--- config.mk ---
export PLATFORM = sky130hd
export DESIGN_NAME = cbf_len
export DESIGN_NICKNAME = d
export VERILOG_FILES = /design/src/rtl/cbf_pkg.sv /design/src/rtl/cbf_len.sv
export SDC_FILE = /design/constraint.sdc
export NUM_CORES = 2
export LEC_CHECK = 0
export ABC_AREA = 1
export BUFFER_PORTS_ARGS = -buffer_cell sky130_fd_sc_hd__buf_2
export CORE_MARGIN = 5
export CORE_UTILIZATION = 58
export CTS_CLUSTER_DIAMETER = 50
export DETAILED_ROUTE_END_ITERATION = 8
export PLACE_DENSITY = 0.76
export SLEW_MARGIN = 25
export SYNTH_ARGS = -nofsm -noshare
export SYNTH_HDL_FRONTEND = slang
export SYNTH_SLANG_ARGS = --single-unit
--- constraint.sdc ---
create_clock -name clock -period 39.4 [get_ports clock]
set_input_delay 1.97 -clock clock [delete_from_list [all_inputs] [get_ports clock]]
set_output_delay 1.97 -clock clock [all_outputs]
set_load 0.005 [all_outputs]
--- src/rtl/cbf_pkg.sv ---
// ----------------------------------------------------------------------------
// cbf_pkg: shared types and constants of the cubic bezier flattener
// Field widths, step limits, fixed-point sizes and the structs that travel
// between the length unit, the point pipeline and the top level.
// ----------------------------------------------------------------------------
package cbf_pkg;

   // coordinate and register widths
   localparam int COORD_W = 32;
   localparam int TOL_W   = 31;
   localparam logic [TOL_W-1:0] TOL_RESET = TOL_W'(65536);

   // step count limit and derived sizes
   localparam int MAX_STEPS = 63;
   localparam int STEP_W    = $clog2(MAX_STEPS + 1);
   localparam int D_W       = STEP_W + 1;          // d = 2*steps, n = 2s+1
   localparam int P2_W      = 2 * D_W;             // products of two factors
   localparam int W_W       = 3 * D_W;             // bernstein weights, d^3

   // leg length unit
   localparam int MAG_W  = COORD_W;                // |dx| < 2^32
   localparam int SQ_W   = 2 * MAG_W + 1;          // dx^2 + dy^2
   localparam int LEN_W  = MAG_W + 1;              // floor of the root
   localparam int RAD_W  = 2 * LEN_W;
   localparam int REM_W  = LEN_W + 2;
   localparam int SUM_W  = LEN_W + 2;              // three legs
   localparam int ITER_W = $clog2(LEN_W);
   localparam int DV_W   = TOL_W + STEP_W + 1;

   // point pipeline
   localparam int PR_W   = COORD_W + W_W + 1;      // coordinate times weight
   localparam int NS_W   = PR_W + 3;               // biased numerator, signed
   localparam int NW     = COORD_W + W_W + 1;      // biased numerator, unsigned
   localparam int RW     = NW - COORD_W;           // divider remainder
   localparam int QB     = 4;                      // quotient bits per stage
   localparam int DIV_N  = COORD_W / QB;
   localparam logic [COORD_W-1:0] SIGN_FLIP = COORD_W'(1) << (COORD_W - 1);

   typedef logic signed [COORD_W-1:0] coord_type;

   // control points: index 0 start, 1 ctrl a, 2 ctrl b, 3 end
   typedef struct packed {
      coord_type [3:0] x;
      coord_type [3:0] y;
   } curve_type;

   // length unit status toward the sequencer
   typedef struct packed {
      logic              done;
      logic              short_curve;
      logic [STEP_W-1:0] steps;
   } len_stat_type;

   // one point request into the pipeline
   typedef struct packed {
      logic           valid;
      logic           last;
      logic [D_W-1:0] n;
      logic [D_W-1:0] d;
   } tok_type;

endpackage

--- src/rtl/cbf_len.sv ---
// ----------------------------------------------------------------------------
// cbf_len: control polygon length and step count
// Squares each leg with one shared multiplier, takes a bit-serial integer
// square root, sums the three legs and divides by the tolerance bit by bit.
// ----------------------------------------------------------------------------
module cbf_len (
   input  logic                       clock,
   input  logic                       reset,
   input  logic                       start,
   input  cbf_pkg::curve_type         curve,
   input  logic [cbf_pkg::TOL_W-1:0]  tolerance,
   output cbf_pkg::len_stat_type      status
);
   import cbf_pkg::*;

   localparam logic [2:0] ST_IDLE = 3'd0;
   localparam logic [2:0] ST_SQX  = 3'd1;
   localparam logic [2:0] ST_SQY  = 3'd2;
   localparam logic [2:0] ST_ROOT = 3'd3;
   localparam logic [2:0] ST_DIV  = 3'd4;
   localparam logic [2:0] ST_DONE = 3'd5;

   logic [2:0]        state_ff, state_in;
   logic [1:0]        leg_ff, leg_in;
   logic [ITER_W-1:0] iter_ff, iter_in;
   logic [SQ_W-1:0]   sq_ff, sq_in;
   logic [RAD_W-1:0]  rad_ff, rad_in;
   logic [REM_W-1:0]  rem_ff, rem_in;
   logic [LEN_W-1:0]  root_ff, root_in;
   logic [SUM_W-1:0]  sum_ff, sum_in;
   logic [SUM_W-1:0]  drem_ff, drem_in;
   logic [STEP_W:0]   quot_ff, quot_in;
   logic [STEP_W-1:0] steps_ff, steps_in;

   logic [1:0]           leg_nxt;
   logic signed [COORD_W:0] diff;
   logic [COORD_W:0]     neg_diff;
   logic [MAG_W-1:0]     mag;
   logic [2*MAG_W-1:0]   prod;
   logic [SQ_W-1:0]      sq_sum;
   logic [REM_W+1:0]     rem2, trial, rem_sub;
   logic                 root_ge;
   logic [DV_W-1:0]      shifted, dsub;
   logic                 div_ge;

   // leg difference of the selected axis and its square
   always_comb begin
      leg_nxt = leg_ff + 2'd1;
      if (state_ff == ST_SQY)
         diff = {curve.y[leg_nxt][COORD_W-1], curve.y[leg_nxt]}
              - {curve.y[leg_ff][COORD_W-1], curve.y[leg_ff]};
      else
         diff = {curve.x[leg_nxt][COORD_W-1], curve.x[leg_nxt]}
              - {curve.x[leg_ff][COORD_W-1], curve.x[leg_ff]};
      neg_diff = -diff;
      mag  = diff[COORD_W] ? neg_diff[MAG_W-1:0] : diff[MAG_W-1:0];
      prod = (2*MAG_W)'(mag) * (2*MAG_W)'(mag);
      sq_sum = sq_ff + SQ_W'(prod);
   end

   // one root digit per cycle
   always_comb begin
      rem2    = {rem_ff, rad_ff[RAD_W-1 -: 2]};
      trial   = (REM_W+2)'({root_ff, 2'b01});
      root_ge = rem2 >= trial;
      rem_sub = rem2 - trial;
   end

   // one quotient bit per cycle
   always_comb begin
      shifted = DV_W'(tolerance) << iter_ff;
      div_ge  = DV_W'(drem_ff) >= shifted;
      dsub    = DV_W'(drem_ff) - shifted;
   end

   // sequencer
   always_comb begin
      state_in = state_ff;
      leg_in   = leg_ff;
      iter_in  = iter_ff;
      sq_in    = sq_ff;
      rad_in   = rad_ff;
      rem_in   = rem_ff;
      root_in  = root_ff;
      sum_in   = sum_ff;
      drem_in  = drem_ff;
      quot_in  = quot_ff;
      steps_in = steps_ff;
      case (state_ff)
         ST_IDLE: begin
            if (start) begin
               leg_in   = 2'd0;
               sum_in   = '0;
               state_in = ST_SQX;
            end
         end
         ST_SQX: begin
            sq_in    = SQ_W'(prod);
            state_in = ST_SQY;
         end
         ST_SQY: begin
            rad_in   = RAD_W'(sq_sum);
            rem_in   = '0;
            root_in  = '0;
            iter_in  = '0;
            state_in = ST_ROOT;
         end
         ST_ROOT: begin
            rem_in  = root_ge ? rem_sub[REM_W-1:0] : rem2[REM_W-1:0];
            root_in = {root_ff[LEN_W-2:0], root_ge};
            rad_in  = {rad_ff[RAD_W-3:0], 2'b00};
            iter_in = iter_ff + ITER_W'(1);
            if (iter_ff == ITER_W'(LEN_W - 1)) begin
               sum_in = sum_ff + SUM_W'({root_ff[LEN_W-2:0], root_ge});
               if (leg_ff == 2'd2) begin
                  drem_in  = sum_ff + SUM_W'({root_ff[LEN_W-2:0], root_ge});
                  quot_in  = '0;
                  iter_in  = ITER_W'(STEP_W);
                  state_in = ST_DIV;
               end else begin
                  leg_in   = leg_nxt;
                  state_in = ST_SQX;
               end
            end
         end
         ST_DIV: begin
            drem_in = div_ge ? dsub[SUM_W-1:0] : drem_ff;
            quot_in = quot_ff | ((STEP_W+1)'(div_ge) << iter_ff);
            iter_in = iter_ff - ITER_W'(1);
            if (iter_ff == '0) begin
               // saturate: quotient plus one never passes the limit
               if (quot_in >= (STEP_W+1)'(MAX_STEPS - 1))
                  steps_in = STEP_W'(MAX_STEPS);
               else
                  steps_in = quot_in[STEP_W-1:0] + STEP_W'(1);
               state_in = ST_DONE;
            end
         end
         ST_DONE: begin
            state_in = ST_IDLE;
         end
         default: begin
            state_in = ST_IDLE;
         end
      endcase
   end

   always_ff @(posedge clock) begin
      if (reset) begin
         state_ff <= ST_IDLE;
      end else begin
         state_ff <= state_in;
      end
      leg_ff   <= leg_in;
      iter_ff  <= iter_in;
      sq_ff    <= sq_in;
      rad_ff   <= rad_in;
      rem_ff   <= rem_in;
      root_ff  <= root_in;
      sum_ff   <= sum_in;
      drem_ff  <= drem_in;
      quot_ff  <= quot_in;
      steps_ff <= steps_in;
   end

   // status toward the sequencer
   always_comb begin
      status.done        = state_ff == ST_DONE;
      status.short_curve = sum_ff < SUM_W'(tolerance);
      status.steps       = steps_ff;
   end

endmodule

==> flow_metrics.env <==
export IMPL_synth_top_cell_by_area="sky130_fd_sc_hd__fa_1"
export IMPL_ctsLongestPathBuffers=3
export IMPL_drive_above_1_share=0.06348
export IMPL_synth_xor_xnor_area_share=0.03051
export IMPL_worst_path_max_delay_cell="sky130_fd_sc_hd__clkinv_1"
export IMPL_rr_worst_depth=64
export IMPL_synth_top_area_frac=0.2622
export IMPL_crit_top_cell="sky130_fd_sc_hd__nand2_1"
export IMPL_clkTransAtPathRegs_ns=0.07
export IMPL_main_combinational_cell_family_by_area_after_synthesis="adder cells"
export IMPL_cts_hold_buf=0
export IMPL_fp_dieW_um=337.0
export IMPL_place_congestion=0.9829
export IMPL_post_dp_cell_area_um2=64630
export IMPL_floorplan_die_area_um2=113500
export IMPL_cts_h_tree_depth=1
export IMPL_antenna_found_initial=13
export IMPL_timing_final_crit_share=0.4228
export IMPL_timing_clock_skew_ns=0.02190
export IMPL_clock_sinks=291
export IMPL_track_usage=0.3488
export IMPL_crit_path_start="leg_ff[0]$_SDFFCE_PN0P_"
export IMPL_cp_num_cells=64
export IMPL_vias=56695
export IMPL_net_count_after_synthesis=10008
export IMPL_report_final_setup_viol=0
export IMPL_rows=120
export IMPL_post_dp_hpwl_um=160800
export IMPL_leading_cell_type_by_number_of_instances_after_synthesis="sky130_fd_sc_hd__inv_1"
export IMPL_crit_path_max_fanout=258
export IMPL_post_route_cell_area_um2=65730
export IMPL_synth_seq_cells=291
export IMPL_timing_worst_slew_pin_value_ns=1.182
export IMPL_synth_cell_types=66
export IMPL_setup_reg_to_reg_worst_slack_ns=22.74
export IMPL_globalRoute_totalOverflow=0
export IMPL_drc_errors=0
export IMPL_nets=10147
export IMPL_worstSkewPairLatency_ns=0.61
export IMPL_synth_yosys_warnings=0
export IMPL_sequential_cell_area_um2=8708
export IMPL_run_status="finished clean"
export IMPL_routedWlPerCell_um=19.97
export IMPL_ys_async_sr_fraction=0
export IMPL_grt_pass1_wl_um=311400
export IMPL_worst_r2r_startpoint="leg_ff[0]$_SDFFCE_PN0P_"
export IMPL_drtIter0Drc=5442
export IMPL_multi_input_area_um2=45570
export IMPL_tritoncts_num_buffers=30
export IMPL_worstPathBufferInverterCount=15
export IMPL_first_global_vias=57084
export IMPL_share_of_the_synthesized_area_in_compound_gates_ao_oa_aoi_oai=0.1226
export IMPL_rsz0062_at_grt="false"
export IMPL_crit_arrival_ns=16.99
export IMPL_startpoint_type="flop"
export IMPL_synth_area_top_cells="sky130_fd_sc_hd__fa_1 (26%), sky130_fd_sc_hd__edfxtp_1 (14%), sky130_fd_sc_hd__ha_1 (11%)"
export IMPL_post_cts_repair_timing_setup_buffer_count=0
export IMPL_placeableCoreArea_um2=106600
export IMPL_io_pin_count=298
export IMPL_criticalPathCategory="flop to flop"
export IMPL_dr_pass1_iters=6
export IMPL_period_needed_ns=16.66
export IMPL_crit_family="adder cells"
export IMPL_wl_um=198400
export IMPL_timing_rr_end="rad_ff[63]$_DFFE_PP_"
export IMPL_synth_simple_area_share=0.2077
export IMPL_crit_path_max_incr_delay_ns=0.91
export IMPL_synth_flop_cell="sky130_fd_sc_hd__edfxtp_1"
export IMPL_timing_critical_path_to="rad_ff[63]$_DFFE_PP_"
export IMPL_critical_path_required_ns=39.73
export IMPL_holdWs_ns=0.5257
export IMPL_layout_area_overhead_vs_synth_pct=6.012
export IMPL_cts_tree="built"
export IMPL_effective_utilization_at_floorplan=0.5816
export IMPL_synthAdderAreaFrac=0.3724
export IMPL_post_drt_via_cell_ratio=5.706
export IMPL_hold_viol_final=0
export IMPL_yosys_mux_area_fraction=0.001130
export IMPL_syn_area_um2=62000
export IMPL_max_transition_viols_final=0
export IMPL_synth_enable_flop_cells=288
export IMPL_synth_area_per_cell_um2=7.417
export IMPL_ctsResizeCount=0
export IMPL_drv_cap=0
export IMPL_die_h_um=337.0
export IMPL_crit_path_end_kind="flop"
export IMPL_fmaxAchievable_mhz=60.04
export IMPL_antenna_nets_post_route=0
export IMPL_synthCells=8360
export IMPL_netlist_top_cells_count="sky130_fd_sc_hd__inv_1 (1,744), sky130_fd_sc_hd__nand2_1 (1,677), sky130_fd_sc_hd__nor2_1 (918)"
export IMPL_cts_root_buffer_cell="sky130_fd_sc_hd__clkbuf_16"
export IMPL_largest_net_degree_at_the_start_of_global_routing=259
export IMPL_synth_seq_area_share=0.1405
export IMPL_port_buffer_count=297
export IMPL_timing_setup_tns_ns=0
export IMPL_min_path_type="flop to flop"
export IMPL_slew_limit_headroom=0.2117
export IMPL_fill_cell_total_of_the_finished_layout=9919
-- layer usage --
layer / track usage / part of all wire / up-vias
met5: 0 / 0.00024 / -
met4: 0.1406 / 0.049 / 8
met3: 0.05449 / 0.089 / 576
met2: 0.5661 / 0.45 / 2653
met1: 0.4718 / 0.41 / 26800
li1: - / - / 26658
-- final cells by class --
cell class,instances,share of cell area
inverters,1778,0.1017
diodes,10,0.0003807
flip-flops and latches,291,0.1325
well taps,1403,0.02671
repair buffers,352,0.02909
clock inverters,15,0.003312
multi-input cells,6046,0.6934
clock buffers,41,0.01298
-- layout by cell type, fill, tap and decap left out, types with 54 or more instances in the layout --
master / instances
sky130_fd_sc_hd__buf_2: 297
sky130_fd_sc_hd__nand4_1: 56
sky130_fd_sc_hd__o21ai_0: 456
sky130_fd_sc_hd__a31oi_1: 87
sky130_fd_sc_hd__buf_4: 54
sky130_fd_sc_hd__xnor2_1: 101
sky130_fd_sc_hd__ha_1: 546
sky130_fd_sc_hd__a21oi_1: 479
sky130_fd_sc_hd__o22ai_1: 67
sky130_fd_sc_hd__inv_1: 1740
sky130_fd_sc_hd__a32o_1: 62
sky130_fd_sc_hd__xor2_1: 115
sky130_fd_sc_hd__nand2_1: 1675
sky130_fd_sc_hd__nor2_1: 914
sky130_fd_sc_hd__edfxtp_1: 288
sky130_fd_sc_hd__nand3_1: 293
sky130_fd_sc_hd__fa_1: 812
-- stage by stage --
step                      worst slack, ns  cells  utilization
after CTS                           23.33   9926       0.6164
final                               22.74   9936       0.6166
after floorplan                     26.74   8360            -
after detailed placement            23.35   9870       0.6063
after global routing                21.57   9933       0.6165
after global placement              23.39   9870       0.6063
-- worst reg2reg max path: cells and delay by family (launching register included) --
family | cells | cell delay [ns]
fa+ha+maj | 13 | 5.94
simple gates | 26 | 4.01
buf+inv | 15 | 3.71
compound gates | 9 | 1.96
flops | 1 | 0.37
xor+xnor | 1 | 0.37
-- registers in the layout, summed over array words and instances, names as in the netlist --
register  count
rad_ff       66
steps_ff      6
state_ff      3
drem_ff      35
iter_ff       6
rem_ff       35
leg_ff        2
quot_ff       7
root_ff      33
sum_ff       35
sq_ff        63
-- how the worst min path moves through the flow --
stage                                       start                    to  slack (ns)  cells after the start
after global placement       rad_ff[53]$_DFFE_PP_  rad_ff[55]$_DFFE_PP_        0.50                      2
after floorplan           rad_ff[0]$_SDFFCE_PP0P_   rad_ff[2]$_DFFE_PP_        0.49                      2
after detailed placement     rad_ff[44]$_DFFE_PP_  rad_ff[46]$_DFFE_PP_        0.50                      2
final                        rad_ff[21]$_DFFE_PP_  rad_ff[23]$_DFFE_PP_        0.53                      2
after global routing         rad_ff[21]$_DFFE_PP_  rad_ff[23]$_DFFE_PP_        0.54                      2
after CTS                    rad_ff[44]$_DFFE_PP_  rad_ff[46]$_DFFE_PP_        0.52                      2
-- kinds of logic after synthesis --
group | Yosys count
simple gates | 3142
buf+inv | 2023
fa+ha+maj | 1358
compound gates | 1323
flops | 291
xor+xnor | 216
mux | 7
Power is left out: the tool's default activity adds up to more than one toggle a clock period on the data nets, which glitch-free logic cannot reach.
